--- config.mk ---
export PLATFORM = sky130hd
export DESIGN_NAME = plot_sample_packer_core
export DESIGN_NICKNAME = d
export VERILOG_FILES = /design/src/rtl/psp_pkg.sv /design/src/rtl/psp_classify.sv /design/src/rtl/plot_sample_packer_core.sv
export VERILOG_INCLUDE_DIRS = /design/src /design/src/rtl
export SDC_FILE = /design/constraint.sdc
export NUM_CORES = 1
export LEC_CHECK = 0
export ABC_AREA = 1
export BUFFER_PORTS_ARGS = -buffer_cell sky130_fd_sc_hd__buf_4
export CORE_MARGIN = 2
export CORE_UTILIZATION = 67
export CTS_CLUSTER_DIAMETER = 150
export DETAILED_ROUTE_END_ITERATION = 10
export PLACE_DENSITY_LB_ADDON = 0.2
export SYNTH_ARGS = -nofsm -noshare
export SYNTH_HDL_FRONTEND = slang
export SYNTH_SLANG_ARGS = --single-unit
--- constraint.sdc ---
create_clock -name clk -period 8.16 [get_ports clk]
set_input_delay 0.816 -clock clk [delete_from_list [all_inputs] [get_ports clk]]
set_output_delay 0.816 -clock clk [all_outputs]
set_load 0.02 [all_outputs]
--- src/rtl/assert_macros.svh ---
// Assertion macros used by the RTL of the plot sample packer.
`ifndef ASSERT_MACROS_SVH
`define ASSERT_MACROS_SVH

// Same-cycle implication, checked on every rising edge outside reset.
`define PSP_ASSERT_IMP(lbl, ante, cons) \
  lbl: assert property (@(posedge clk) disable iff (!rst_n) (ante) |-> (cons)) \
    else $error("assertion failed: same-cycle implication");

// Next-cycle implication, checked on every rising edge outside reset.
`define PSP_ASSERT_NXT(lbl, ante, cons) \
  lbl: assert property (@(posedge clk) disable iff (!rst_n) (ante) |=> (cons)) \
    else $error("assertion failed: next-cycle implication");

`endif

--- src/rtl/psp_pkg.sv ---
// Types and constants of the plot sample packer.
`timescale 1ns / 1ps
package psp_pkg;

  localparam int LIMIT_W     = 31;
  localparam int SAMPLE_W    = 32;
  localparam int CHAN_W      = 8;
  localparam int CFG_INDEX_W = 2;
  localparam int HDR_W       = 16;

  localparam logic [LIMIT_W-1:0] ONE_BYTE_LIMIT_RST = 31'd128;
  localparam logic [LIMIT_W-1:0] TWO_BYTE_LIMIT_RST = 31'd32768;

  localparam logic [CFG_INDEX_W-1:0] CFG_ONE_BYTE_LIMIT = 2'd0;
  localparam logic [CFG_INDEX_W-1:0] CFG_TWO_BYTE_LIMIT = 2'd1;

  localparam logic KIND_STORE = 1'b0;
  localparam logic KIND_TICK  = 1'b1;

  typedef enum logic [1:0] {
    SZ_ABSENT = 2'd0,
    SZ_ONE    = 2'd1,
    SZ_TWO    = 2'd2,
    SZ_FOUR   = 2'd3
  } size_code_t;

  typedef enum logic [2:0] {
    S_IDLE,
    S_SCAN_RD,
    S_SCAN_EVAL,
    S_HDR_HI,
    S_HDR_LO,
    S_PAY_RD,
    S_PAY_OUT
  } state_t;

  typedef struct packed {
    logic                       kind;
    logic [CHAN_W-1:0]          channel;
    logic signed [SAMPLE_W-1:0] sample;
  } in_item_t;

  typedef struct packed {
    logic [7:0] out_byte;
    logic       last;
  } out_item_t;

endpackage

--- src/rtl/psp_classify.sv ---
// Size classifier: picks the smallest byte count whose limit bounds a sample.
`timescale 1ns / 1ps
module psp_classify (
  input  logic signed [psp_pkg::SAMPLE_W-1:0] sample,
  input  logic [psp_pkg::LIMIT_W-1:0]         one_lim,
  input  logic [psp_pkg::LIMIT_W-1:0]         two_lim,
  output psp_pkg::size_code_t                 code
);

  logic signed [psp_pkg::SAMPLE_W:0] s_ext;
  logic signed [psp_pkg::SAMPLE_W:0] one_ext;
  logic signed [psp_pkg::SAMPLE_W:0] two_ext;
  logic                              fits_one;
  logic                              fits_two;

  assign s_ext   = {sample[psp_pkg::SAMPLE_W-1], sample};
  assign one_ext = $signed({2'b00, one_lim});
  assign two_ext = $signed({2'b00, two_lim});

  // Strict bound on both sides: -limit < s < limit.
  assign fits_one = (s_ext < one_ext) && (s_ext > -one_ext);
  assign fits_two = (s_ext < two_ext) && (s_ext > -two_ext);

  always_comb begin
    if (fits_one) begin
      code = psp_pkg::SZ_ONE;
    end else if (fits_two) begin
      code = psp_pkg::SZ_TWO;
    end else begin
      code = psp_pkg::SZ_FOUR;
    end
  end

endmodule

--- src/rtl/plot_sample_packer_core.sv ---
// Top level of the plot sample packer: sample memory, packet sequencer, output register.
// Store: one store accepted per cycle while idle; writes the sample memory directly.
// Tick with active channels: a scan (read, then size each channel), then 3 to 34 bytes;
//   each active channel is read, then its bytes go one per cycle while out_stall is low.
// The scan and payload passes share the one read port of the sample memory.
// Reset (synchronous, rst_n low): clear active marks, sequencer, output valid; limits to
//   128 and 32768. Sample memory is not cleared; only entries marked active are used.
`timescale 1ns / 1ps
`include "assert_macros.svh"
module plot_sample_packer_core #(
  parameter int NUM_CHANNELS = 8
) (
  input  logic                               clk,
  input  logic                               rst_n,
  // input channel
  input  logic                               in_valid,
  output logic                               in_stall,
  input  psp_pkg::in_item_t                  in_data,
  // result channel
  output logic                               out_valid,
  input  logic                               out_stall,
  output psp_pkg::out_item_t                 out_data,
  // configuration write port
  input  logic                               cfg_we,
  input  logic [psp_pkg::CFG_INDEX_W-1:0]    cfg_index,
  input  logic [psp_pkg::LIMIT_W-1:0]        cfg_data
);

  localparam int CH_W = (NUM_CHANNELS > 1) ? $clog2(NUM_CHANNELS) : 1;

  // Configuration registers
  logic [psp_pkg::LIMIT_W-1:0] one_lim_r;
  logic [psp_pkg::LIMIT_W-1:0] two_lim_r;

  always_ff @(posedge clk) begin
    if (!rst_n) begin
      one_lim_r <= psp_pkg::ONE_BYTE_LIMIT_RST;
      two_lim_r <= psp_pkg::TWO_BYTE_LIMIT_RST;
    end else if (cfg_we) begin
      unique case (cfg_index)
        psp_pkg::CFG_ONE_BYTE_LIMIT: one_lim_r <= cfg_data;
        psp_pkg::CFG_TWO_BYTE_LIMIT: two_lim_r <= cfg_data;
        default: ;  // drop writes to unused indexes
      endcase
    end
  end

  // Sample memory: one write port (stores), one registered read port (sequencer).
  // Stores are taken only in idle and reads happen only outside idle, so the two
  // never touch the same entry in one cycle; in_stall is the interlock.
  logic [psp_pkg::SAMPLE_W-1:0] mem [NUM_CHANNELS];
  logic [psp_pkg::SAMPLE_W-1:0] rd_data_r;
  logic                         wr_en;
  logic [CH_W-1:0]              wr_addr;
  logic                         rd_en;
  logic [CH_W-1:0]              rd_addr;

  always_ff @(posedge clk) begin
    if (wr_en) begin
      mem[wr_addr] <= in_data.sample;
    end
    if (rd_en) begin
      rd_data_r <= mem[rd_addr];
    end
  end

  // Sequencer state
  psp_pkg::state_t     state_r, state_nxt;
  logic [CH_W-1:0]     ch_r, ch_nxt;
  logic [1:0]          k_r, k_nxt;
  logic [NUM_CHANNELS-1:0] active_r, active_nxt;
  psp_pkg::size_code_t codes_r [NUM_CHANNELS];
  psp_pkg::size_code_t codes_nxt [NUM_CHANNELS];

  // Output register
  logic                out_valid_r;
  psp_pkg::out_item_t  out_data_r;
  logic                out_load;
  psp_pkg::out_item_t  out_item;
  logic                out_free;

  assign out_free  = !out_valid_r || !out_stall;
  assign out_valid = out_valid_r;
  assign out_data  = out_data_r;

  // Size of the channel just read, against the current limits
  psp_pkg::size_code_t scan_code;

  psp_classify u_classify (
    .sample  ($signed(rd_data_r)),
    .one_lim (one_lim_r),
    .two_lim (two_lim_r),
    .code    (scan_code)
  );

  // Header: two bits per channel, channel c at bits 2c+1..2c
  logic [psp_pkg::HDR_W-1:0] header;

  always_comb begin
    header = '0;
    for (int i = 0; i < NUM_CHANNELS; i++) begin
      header[2*i +: 2] = codes_r[i];
    end
  end

  // Next active channel: lowest active one, from zero when the payload starts,
  // otherwise above the current channel.
  logic            first_sel;
  logic            more_found;
  logic [CH_W-1:0] more_ch;

  assign first_sel = (state_r == psp_pkg::S_HDR_LO);

  always_comb begin
    more_found = 1'b0;
    more_ch    = '0;
    for (int i = NUM_CHANNELS - 1; i >= 0; i--) begin
      if (active_r[i] && (first_sel || i > int'(ch_r))) begin
        more_found = 1'b1;
        more_ch    = CH_W'(i);
      end
    end
  end

  // Byte select for the payload: the final byte index follows the size code
  psp_pkg::size_code_t cur_code;
  logic [1:0]          last_k;
  logic [1:0]          shift_k;
  logic [7:0]          pay_byte;

  assign cur_code = codes_r[ch_r];

  always_comb begin
    case (cur_code)
      psp_pkg::SZ_TWO:  last_k = 2'd1;
      psp_pkg::SZ_FOUR: last_k = 2'd3;
      default:          last_k = 2'd0;
    endcase
  end

  assign shift_k = last_k - k_r;

  always_comb begin
    case (shift_k)
      2'd3:    pay_byte = rd_data_r[31:24];
      2'd2:    pay_byte = rd_data_r[23:16];
      2'd1:    pay_byte = rd_data_r[15:8];
      default: pay_byte = rd_data_r[7:0];
    endcase
  end

  assign in_stall = (state_r != psp_pkg::S_IDLE);

  // Next state and datapath control
  always_comb begin
    state_nxt  = state_r;
    ch_nxt     = ch_r;
    k_nxt      = k_r;
    active_nxt = active_r;
    codes_nxt  = codes_r;
    wr_en      = 1'b0;
    wr_addr    = in_data.channel[CH_W-1:0];
    rd_en      = 1'b0;
    rd_addr    = ch_r;
    out_load   = 1'b0;
    out_item   = '0;

    unique case (state_r)
      psp_pkg::S_IDLE: begin
        if (in_valid) begin
          if (in_data.kind == psp_pkg::KIND_STORE) begin
            // Drop stores to channels that do not exist
            if (32'(in_data.channel) < NUM_CHANNELS) begin
              wr_en = 1'b1;
              active_nxt[in_data.channel[CH_W-1:0]] = 1'b1;
            end
          end else if (active_r != '0) begin
            ch_nxt    = '0;
            state_nxt = psp_pkg::S_SCAN_RD;
          end
        end
      end

      psp_pkg::S_SCAN_RD: begin
        rd_en     = 1'b1;
        state_nxt = psp_pkg::S_SCAN_EVAL;
      end

      psp_pkg::S_SCAN_EVAL: begin
        codes_nxt[ch_r] = active_r[ch_r] ? scan_code : psp_pkg::SZ_ABSENT;
        if (ch_r == CH_W'(NUM_CHANNELS - 1)) begin
          state_nxt = psp_pkg::S_HDR_HI;
        end else begin
          ch_nxt    = ch_r + 1'b1;
          state_nxt = psp_pkg::S_SCAN_RD;
        end
      end

      psp_pkg::S_HDR_HI: begin
        if (out_free) begin
          out_load          = 1'b1;
          out_item.out_byte = header[15:8];
          state_nxt         = psp_pkg::S_HDR_LO;
        end
      end

      psp_pkg::S_HDR_LO: begin
        if (out_free) begin
          out_load          = 1'b1;
          out_item.out_byte = header[7:0];
          ch_nxt            = more_ch;
          state_nxt         = psp_pkg::S_PAY_RD;
        end
      end

      psp_pkg::S_PAY_RD: begin
        rd_en     = 1'b1;
        k_nxt     = 2'd0;
        state_nxt = psp_pkg::S_PAY_OUT;
      end

      psp_pkg::S_PAY_OUT: begin
        if (out_free) begin
          out_load          = 1'b1;
          out_item.out_byte = pay_byte;
          if (k_r == last_k) begin
            if (more_found) begin
              ch_nxt    = more_ch;
              state_nxt = psp_pkg::S_PAY_RD;
            end else begin
              out_item.last = 1'b1;
              state_nxt     = psp_pkg::S_IDLE;
            end
          end else begin
            k_nxt = k_r + 1'b1;
          end
        end
      end

      default: state_nxt = psp_pkg::S_IDLE;
    endcase
  end

  always_ff @(posedge clk) begin
    if (!rst_n) begin
      state_r  <= psp_pkg::S_IDLE;
      active_r <= '0;
    end else begin
      state_r  <= state_nxt;
      active_r <= active_nxt;
    end
  end

  // Sequencer payload registers; only meaningful while a packet is formed
  always_ff @(posedge clk) begin
    ch_r    <= ch_nxt;
    k_r     <= k_nxt;
    codes_r <= codes_nxt;
  end

  // Hold the byte while the consumer stalls; advance when it is taken
  always_ff @(posedge clk) begin
    if (!rst_n) begin
      out_valid_r <= 1'b0;
    end else if (out_load) begin
      out_valid_r <= 1'b1;
    end else if (!out_stall) begin
      out_valid_r <= 1'b0;
    end
  end

  always_ff @(posedge clk) begin
    if (out_load) begin
      out_data_r <= out_item;
    end
  end

  // A packet is only formed while some channel is marked active
  `PSP_ASSERT_IMP(a_busy_has_active, state_r != psp_pkg::S_IDLE, active_r != '0)
  // Payload bytes come only from channels sized as present
  `PSP_ASSERT_IMP(a_pay_present, state_r == psp_pkg::S_PAY_OUT,
                  codes_r[ch_r] != psp_pkg::SZ_ABSENT)
  // A byte still pending while idle closes the previous packet
  `PSP_ASSERT_IMP(a_idle_pending_last, state_r == psp_pkg::S_IDLE && out_valid_r,
                  out_data_r.last)
  // A tick transfer with active channels starts the scan
  `PSP_ASSERT_NXT(a_tick_starts_scan,
                  in_valid && !in_stall && in_data.kind == psp_pkg::KIND_TICK &&
                  active_r != '0,
                  state_r == psp_pkg::S_SCAN_RD)

endmodule
==> results of run 1 <==
==> layout make-up <==
type                       count  area share
clock buffer                  59      0.0553
clock inverter                16     0.00638
inverter                     182      0.0315
timing repair buffer         106      0.0365
multi-input combinational   1257       0.342
sequential                   392       0.507
tap                          384      0.0221
==> per-layer routing <==
layer | wire length (um) | vias up
li1 | - | 6886
met1 | 19700 | 6999
met2 | 24100 | 825
met3 | 4470 | 154
met4 | 2060 | 0
met5 | 0 | -
==> sequential cells by signal, indices dropped and copies added (netlist names) <==
register	cells
mem	256
rd_data_r	32
one_lim_r	31
two_lim_r	31
codes_r	16
out_data	9
active_r	8
ch_r	3
state_r	3
k_r	2
out_valid	1
==> cells in the mapped netlist (4+ instances only) <==
cell type and n:
nor2_2 10, o211ai_1 12, nand2_2 4, clkinv_1 4
buf_2 6, nand3_1 62, nor2_1 192, nor3_2 6
nor3_1 29, o21ai_1 6, o22ai_1 10, clkbuf_1 49
o21a_1 16, nor4_1 15, xor2_1 47, edfxtp_1 318
ha_1 133, nand2_1 302, o21ai_0 158, a221oi_1 25
o2111ai_1 21, dfxtp_1 74, inv_1 164, inv_2 13
a21oi_1 133, a22oi_1 14, nand4_1 30
==> how the worst max path moves through the flow <==
| stage | from | cells after the start | endpoint |
|---|---|---|---|
| 4_1_cts | one_lim_r[0]$_SDFFE_PN0P_ | 20 | codes_r[10]$_DFFE_PP_ |
| 2_1_floorplan | one_lim_r[1]$_SDFFE_PN0P_ | 20 | codes_r[0]$_DFFE_PP_ |
| 6_report | one_lim_r[0]$_SDFFE_PN0P_ | 20 | codes_r[10]$_DFFE_PP_ |
| 5_1_grt | one_lim_r[0]$_SDFFE_PN0P_ | 21 | codes_r[10]$_DFFE_PP_ |
| 3_3_place_gp | one_lim_r[0]$_SDFFE_PN0P_ | 20 | codes_r[11]$_DFFE_PP_ |
| 3_5_place_dp | one_lim_r[1]$_SDFFE_PN0P_ | 20 | codes_r[12]$_DFFE_PP_ |
==> power breakdown <==
part	internal (uW)	switching (uW)	leakage [uW]
logic	114	187	0.00447
registers	2170	18.8	0.00349
clock network	1070	767	0.000656
==> per-stage QoR <==
stage	hold WS (ns)	worst slack, ns
after floorplan	0.454	4.98
after global placement	0.479	4.35
after detailed placement	0.491	4.24
after CTS	0.483	4.18
after global routing	0.495	3.73
final	0.495	4.12
==> worst register-to-register path, delay by kind of cell (launching register included) <==
kind	cells	cell delay, ns
AND/OR/NAND/NOR	15	2.21
flip-flops	1	0.31
AO/OA/AOI/OAI	2	0.63
buffers and inverters	1	0.10
adder cells (fa/ha/maj)	2	0.49
==> cell families after synthesis <==
family	after synthesis	share of synthesized area
buffers and inverters	241	0.0481
adder cells (fa/ha/maj)	133	0.0862
AND/OR/NAND/NOR	665	0.149
XOR/XNOR	48	0.0218
flip-flops	392	0.571
AO/OA/AOI/OAI	411	0.124
==> layout by cell type (no fill, tap or decap), drive strengths merged, types with 16 or more instances in the layout <==
cell type | netlist | final
nand2 | 309 | 309
a21oi | 134 | 134
o2111ai | 21 | 21
nand3 | 65 | 65
edfxtp | 318 | 318
nor2 | 202 | 202
o21a | 16 | 16
inv | 178 | 181
nor3 | 35 | 35
nor4 | 16 | 16
xor2 | 47 | 47
o21ai | 164 | 164
nand4 | 30 | 30
dfxtp | 74 | 74
buf | 10 | 106
a221oi | 25 | 25
clkbuf | 49 | 59
ha | 133 | 133
==> key figures, run 1 <==
Global route
  • First-pass GRT wire length: 78.9 mm
  • Met3 GRT Util: 0.0544
  • Overflow after GRT: 0
  • Vias in the first global route: 14600
  • Initial antenna violation count: 0
  • GR peak layer: met2
  • Pin count of the biggest net entering global routing: 74
  • M1 GR Usage: 0.442
  • Met2 Use GR: 0.556
  • GRT Total Usage: 0.336

Die
  • Starting Density: 0.677
  • Core box area: 0.0285 mm^2
  • Die height: 174 um
  • I/O pin cnt: 90
  • Die ar.: 0.0302 mm^2
  • Die W: 174 um
  • # rows: 62

Synthesis
  • Commonest register cell after synthesis: edfxtp_1
  • Yosys top cell area share: 0.494
  • Register area share after synthesis: 0.571
  • Synth cell types: 47
  • Mapped Area: 0.0193 mm^2
  • Post-synthesis register bit count: 392
  • Synth Area per Inst: 10.2 um^2
  • Syn Nets: 2102
  • Cell taking the most area after synthesis: edfxtp_1
  • Post-synth EDFFs: 318
  • Synth warn: 0
  • Synth Instances: 1890
  • Asr flop ratio synth: 0
  • Largest cells by area after synthesis: edfxtp_1 (49%), ha_1 (8.6%), dfxtp_1 (7.7%)

STA
  • Slew HR: 0.301
  • Max Clock Freq: 248 MHz
  • Worst Tran Pin Value: 1.05 ns
  • Fin Setup TNS: 0 ns
  • Hold Vio Cnt, Final: 0
  • Final clock period utilization by the worst path: 0.495
  • Final setup viols: 0
  • Setup Skew: 0.0195 ns
  • Post-route minimum period: 4.04 ns
  • RSZ-0062 raised after global routing: false
  • Slew Limit Fails: 0

Layout
  • Layout Area Growth over Synthesis: 12.7%
  • # diodes: 0
  • Post-layout net count: 2192
  • Proportion of layout cells with a drive suffix above 1: 0.112
  • Multi-input gate area: 0.00744 mm^2
  • Layout fillers: 1941
  • Util after Layout: 0.763
  • Design Area, Final: 0.0218 mm^2
  • Cell Count, Final, Fillers Out: 2396
  • Register area: 0.0110 mm^2

CTS
  • Clock Latency Late Sink: 0.55 ns
  • Post-CTS Hold Fix Bufs: 0
  • CTS H-tree lvls: 2
  • Root Driver: clkbuf_16
  • CTS tree: yes
  • Clock buffer depth: 3
  • Clock transition at path regs: 0.06 ns
  • Post-CTS sizing: 0
  • Clock buffer count from CTS: 41
  • Clk sinks: 392
  • Setup bufs post-CTS: 0

Setup path
  • Buf/Inv on CP: 1
  • Depth of the most critical reg-to-reg path: 20
  • Crit path launch type: flop
  • Crit path max-delay family: simple AND/OR/NAND/NOR gates
  • Critical path arrival: 4.31 ns
  • CP Cell Sequence: inv_1 > ha_1 > nand3_2 > nor2_2 > nand4_1 > nor3_2 > nand4_1 > nor2_2 > nand3_1 > nor3_1 > ha_1 > nand2_1 > nor2_1 > nor3_1 > nand2_1 > a21oi_1 > nand4_1 > nand2_1 > nand2_1 > a21oi_1
  • R2R Path Start: one_lim_r[0]$_SDFFE_PN0P_
  • R2R setup slack: 4.12 ns
  • Critical Path Fanout Max: 8
  • CP Class: flop to flop
  • CP max stage delay: 0.45 ns
  • R2r endpoint: codes_r[10]$_DFFE_PP_
  • Crit end category: flop
  • WP data required: 8.43 ns
  • Critical-path top delay cell: a21oi_1
  • Crit-path most repeated cell: nand2_1

Placed design
  • Routability congestion estimate: 0.964
  • Detailed placer's ending HPWL: 32.8 mm
  • Placed cells: 2321
  • Post-Place Cell Area: 0.0204 mm^2
  • Port Buf Inserts: 89

Worst hold path
  • Worst min-delay path startpoint: cfg_data[7]
  • Hold depth: 3
  • Hold EP: one_lim_r[7]$_SDFFE_PN1P_
  • HP Class: input pin to flop

Power and ir drop
  • Worst vdd ir: 0.286 mV
  • PwrDens: 199 mW/mm^2
  • Static leakage: 0.00861 uW
  • Total power: 4320 uW

Drt
  • DR vias: 14900
  • Routed WL: 50.3 mm
  • Number of detailed-route iterations in the first pass: 5
  • Drt wl/cell: 21.0 um
  • DRC viols: 0
  • Iteration-0 DRC count of the detailed router: 1701
  • ANT nets after route: 0
  • Via/cell ratio: 6.20

Flow run
  • Max Cap Viol: 0

Status
  • Status: complete, no violations
Power figures use the tool's default switching activity.
==> run 2: changes to the inputs <==
--- a/config.mk
+++ b/config.mk
@@ -6,10 +6,10 @@
 export SDC_FILE = /design/constraint.sdc
 export NUM_CORES = 1
 export LEC_CHECK = 0
-export ABC_AREA = 1
+export ABC_AREA = 0
 export BUFFER_PORTS_ARGS = -buffer_cell sky130_fd_sc_hd__buf_4
 export CORE_MARGIN = 2
-export CORE_UTILIZATION = 67
+export CORE_UTILIZATION = 62
 export CTS_CLUSTER_DIAMETER = 150
 export DETAILED_ROUTE_END_ITERATION = 10
 export PLACE_DENSITY_LB_ADDON = 0.2
==> constraint.sdc (replaced) <==
create_clock -name clk -period 3.85 [get_ports clk]
set_input_delay 0.385 -clock clk [delete_from_list [all_inputs] [get_ports clk]]
set_output_delay 0.385 -clock clk [all_outputs]
set_load 0.02 [all_outputs]
==> run 2 against run 1 <==
Worst setup slack got worse by 4.1 ns. Via count down 7.9%. Synthesized cell count shrank 15%. Clock-buffer cell count is 11 lower. Clock power increased by 100%. Final area is 1.6% higher. Hold slack lost 0.43 ns. Fmax rose by 5.6%. Largest cell class unchanged. Largest power group unchanged. Highest routed layer unchanged.
==> key figures, run 2 <==
Layout
  • # diodes: 0
  • Post-layout net count: 1970
  • Commonest non-fill, non-tap cell in the layout: edfxtp_1
  • Commonest cells after routing, fill and taps aside: edfxtp_1 (318), nand2_1 (195), buf_4 (167), ha_1 (132), a21oi_1 (111)
  • Cell Count, Final, Fillers Out: 2184
  • Most flop-heavy register: mem
  • Largest registers: mem (256), rd_data_r (32)
  • Layout Area Growth over Synthesis: 15.8%
  • Number of flip-flops under the largest register name: 256
  • Proportion of layout cells with a drive suffix above 1: 0.165
  • Util after Layout: 0.727

Placed design
  • Setup Slack @ Placement: -0.376 ns
  • Placed cells: 2109
  • Routability congestion estimate: 0.931
  • Detailed placer's ending HPWL: 31.7 mm
  • Port Buf Inserts: 89

Setup path
  • Crit path launch type: flop
  • CP max stage delay: 0.59 ns
  • R2r endpoint: codes_r[8]$_DFFE_PP_
  • Crit path from: two_lim_r[3]$_SDFFE_PN0P_
  • CP Class: flop to flop
  • R2R setup slack: 0.03 ns
  • R2R Path Start: two_lim_r[3]$_SDFFE_PN0P_
  • WP data required: 4.27 ns
  • Critical path arrival: 4.24 ns
  • Critical Path Fanout Max: 8
  • Worst setup endpoint: codes_r[8]$_DFFE_PP_
  • Crit end category: flop
  • Depth of the most critical reg-to-reg path: 15
  • Critical-path top delay cell: or4_4
  • CP Cell Sequence: or4_4 > nor3_4 > nand3_2 > nand2b_4 > or4_4 > nor3_4 > xnor2_1 > ha_1 > a2111oi_4 > o21ai_1 > o211ai_1 > nand3_1 > a221o_1 > a41oi_2 > buf_6

Synthesis
  • Synth Area per Inst: 11.9 um^2
  • Syn Nets: 1823
  • Synth cell types: 74
  • Commonest register cell after synthesis: edfxtp_1
  • Register area share after synthesis: 0.578
  • Largest cells by area after synthesis: edfxtp_1 (50%), ha_1 (8.7%), dfxtp_1 (7.8%)
  • Asr flop ratio synth: 0
  • Post-synth top cells: edfxtp_1 (318), nand2_1 (195), ha_1 (133), a21oi_1 (111), nor2_1 (107)
  • Post-synth EDFFs: 318
  • Cell taking the most area after synthesis: edfxtp_1
  • Yosys top cell area share: 0.500
  • Synth Instances: 1611
  • Top-count cell post-synth: edfxtp_1
  • Post-synthesis register bit count: 392
  • Mapped Area: 0.0191 mm^2
  • Synth warn: 0

Die
  • Die height: 180 um
  • Die W: 180 um
  • I/O pin cnt: 90
  • Starting Density: 0.628
  • Die ar.: 0.0322 mm^2
  • # rows: 64
  • Core box area: 0.0304 mm^2

STA
  • RSZ-0062 raised after global routing: true
  • Final clock period utilization by the worst path: 0.993
  • Post-route minimum period: 3.82 ns
  • Setup Skew: 0.0226 ns
  • Worst Tran Pin Value: 1.04 ns
  • Final setup viols: 0
  • Setup ws final: 0.0263 ns
  • Slew HR: 0.291
  • Slew Limit Fails: 0
  • Hold Vio Cnt, Final: 0
  • Max Clock Freq: 262 MHz

Global route
  • GRT Total Usage: 0.293
  • First-pass GRT wire length: 74.8 mm
  • Vias in the first global route: 13800
  • Overflow after GRT: 0
  • Pin count of the biggest net entering global routing: 55
  • Initial antenna violation count: 1

Status
  • Status: complete, no violations

Worst hold path
  • Hold depth: 1
  • HP Class: input pin to flop

Power and ir drop
  • Static leakage: 0.00809 uW
  • Seq pwr share: 0.500
  • PwrDens: 425 mW/mm^2
  • Switching share of power: 0.241
  • Clock group share of total power: 0.393
  • Worst vdd ir: 0.411 mV
  • Logic pwr share: 0.107
  • Sw power: 2260 uW
  • Pint: 7140 uW

Drt
  • Number of detailed-route iterations in the first pass: 5
  • Via/cell ratio: 6.27
  • Iteration-0 DRC count of the detailed router: 1112
  • DR vias: 13700
  • Routed WL: 47.4 mm
  • DRC viols: 0
  • ANT nets after route: 0
  • Drt wl/cell: 21.7 um

CTS
  • Clk sinks: 392
  • Clock buffer count from CTS: 40
  • Root Driver: clkbuf_16
  • Clock Latency Late Sink: 0.55 ns
  • CTS H-tree lvls: 2
  • Clock buffer depth: 3
  • CTS tree: yes
  • Clock transition at path regs: 0.06 ns

Flow run
  • Max Cap Viol: 0
==> run 2: changes by cell type in the layout (fill, tap and decap cells not counted), sizes merged, moves of 45 or more <==
cell   delta
nor2     -95
mux2i    +74
inv     -102
o21ai   -118
xnor2    +55
nand2   -113
xor2     -45
buf      +62
==> run 2: stage by stage <==
step	total power (uW)	area [um^2]	setup TNS [ns]	hold WS [ns]
after floorplan	5390	19100	0	0.436
after global placement	5720	20600	-4.53	0.442
after detailed placement	5750	20600	-5.81	0.447
after CTS	9430	22000	0	0.0444
after global routing	9710	22100	-0.715	0.0518
final	9410	22100	0	0.0622
==> run 2: routing by layer <==
| metal | track usage | wire length [um] | vias up |
|---|---|---|---|
| met4 | 0.120 | 1820 | 0 |
| met2 | 0.501 | 23300 | 531 |
| met1 | 0.380 | 18900 | 6676 |
| li1 | - | - | 6351 |
| met5 | 0 | 0 | - |
| met3 | 0.0417 | 3320 | 133 |
==> run 2: cell type report <==
cell class | count | area [um^2]
clock inverters | 24 | 233
multi-input cells | 1077 | 7770
repair buffers | 168 | 1260
well taps | 396 | 495
flip-flops and latches | 392 | 11000
clock buffers | 48 | 1030
inverters | 79 | 297
fillers | 2126 | 8310
==> run 2: worst min-delay path by stage <==
stage / start / endpoint
2_1_floorplan: one_lim_r[11]$_SDFFE_PN0P_ / one_lim_r[11]$_SDFFE_PN0P_
3_3_place_gp: one_lim_r[11]$_SDFFE_PN0P_ / one_lim_r[11]$_SDFFE_PN0P_
3_5_place_dp: one_lim_r[20]$_SDFFE_PN0P_ / one_lim_r[20]$_SDFFE_PN0P_
4_1_cts: in_data[18] / mem[6][18]$_DFFE_PP_
5_1_grt: in_data[26] / mem[2][26]$_DFFE_PP_
6_report: in_data[26] / mem[0][26]$_DFFE_PP_
==> run 2: repair_timing <==
| action | CTS | global route |
|---|---|---|
| gates resized for setup | 17 | 20 |
| hold buffers | 0 | 0 |
| setup endpoints to repair | 16 | 16 |
| pin swaps | 4 | 21 |
| buffers inserted | 2 | 1 |
==> run 2: cells by family (layout without fill, tap and decap cells) <==
logic type      count (synthesis)  in the layout  share of synthesized area
compound gates                334            334                      0.116
simple gates                  465            465                      0.115
mux                            87             87                     0.0476
flops                         392            392                      0.578
fa+ha+maj                     133            133                     0.0871
buf+inv                       142            319                     0.0288
xor+xnor                       58             58                     0.0276
==> run 2: worst max-delay path, delay by kind of cell (launching register included) <==
| kind | cells | cell delay (ns) |
|---|---|---|
| compound gates | 5 | 1.02 |
| xor+xnor | 1 | 0.10 |
| buf+inv | 1 | 0.14 |
| flops | 1 | 0.31 |
| simple gates | 7 | 1.79 |
| fa+ha+maj | 1 | 0.35 |
==> run 2: power groups by stage <==
stage | Combinational [uW] | Clock [uW] | Sequential (uW)
floorplan | 629 | 0 | 4760
global placement | 934 | 0 | 4790
detailed placement | 960 | 0 | 4790
CTS | 981 | 3740 | 4700
global route | 1110 | 3890 | 4710
finish | 1010 | 3690 | 4710
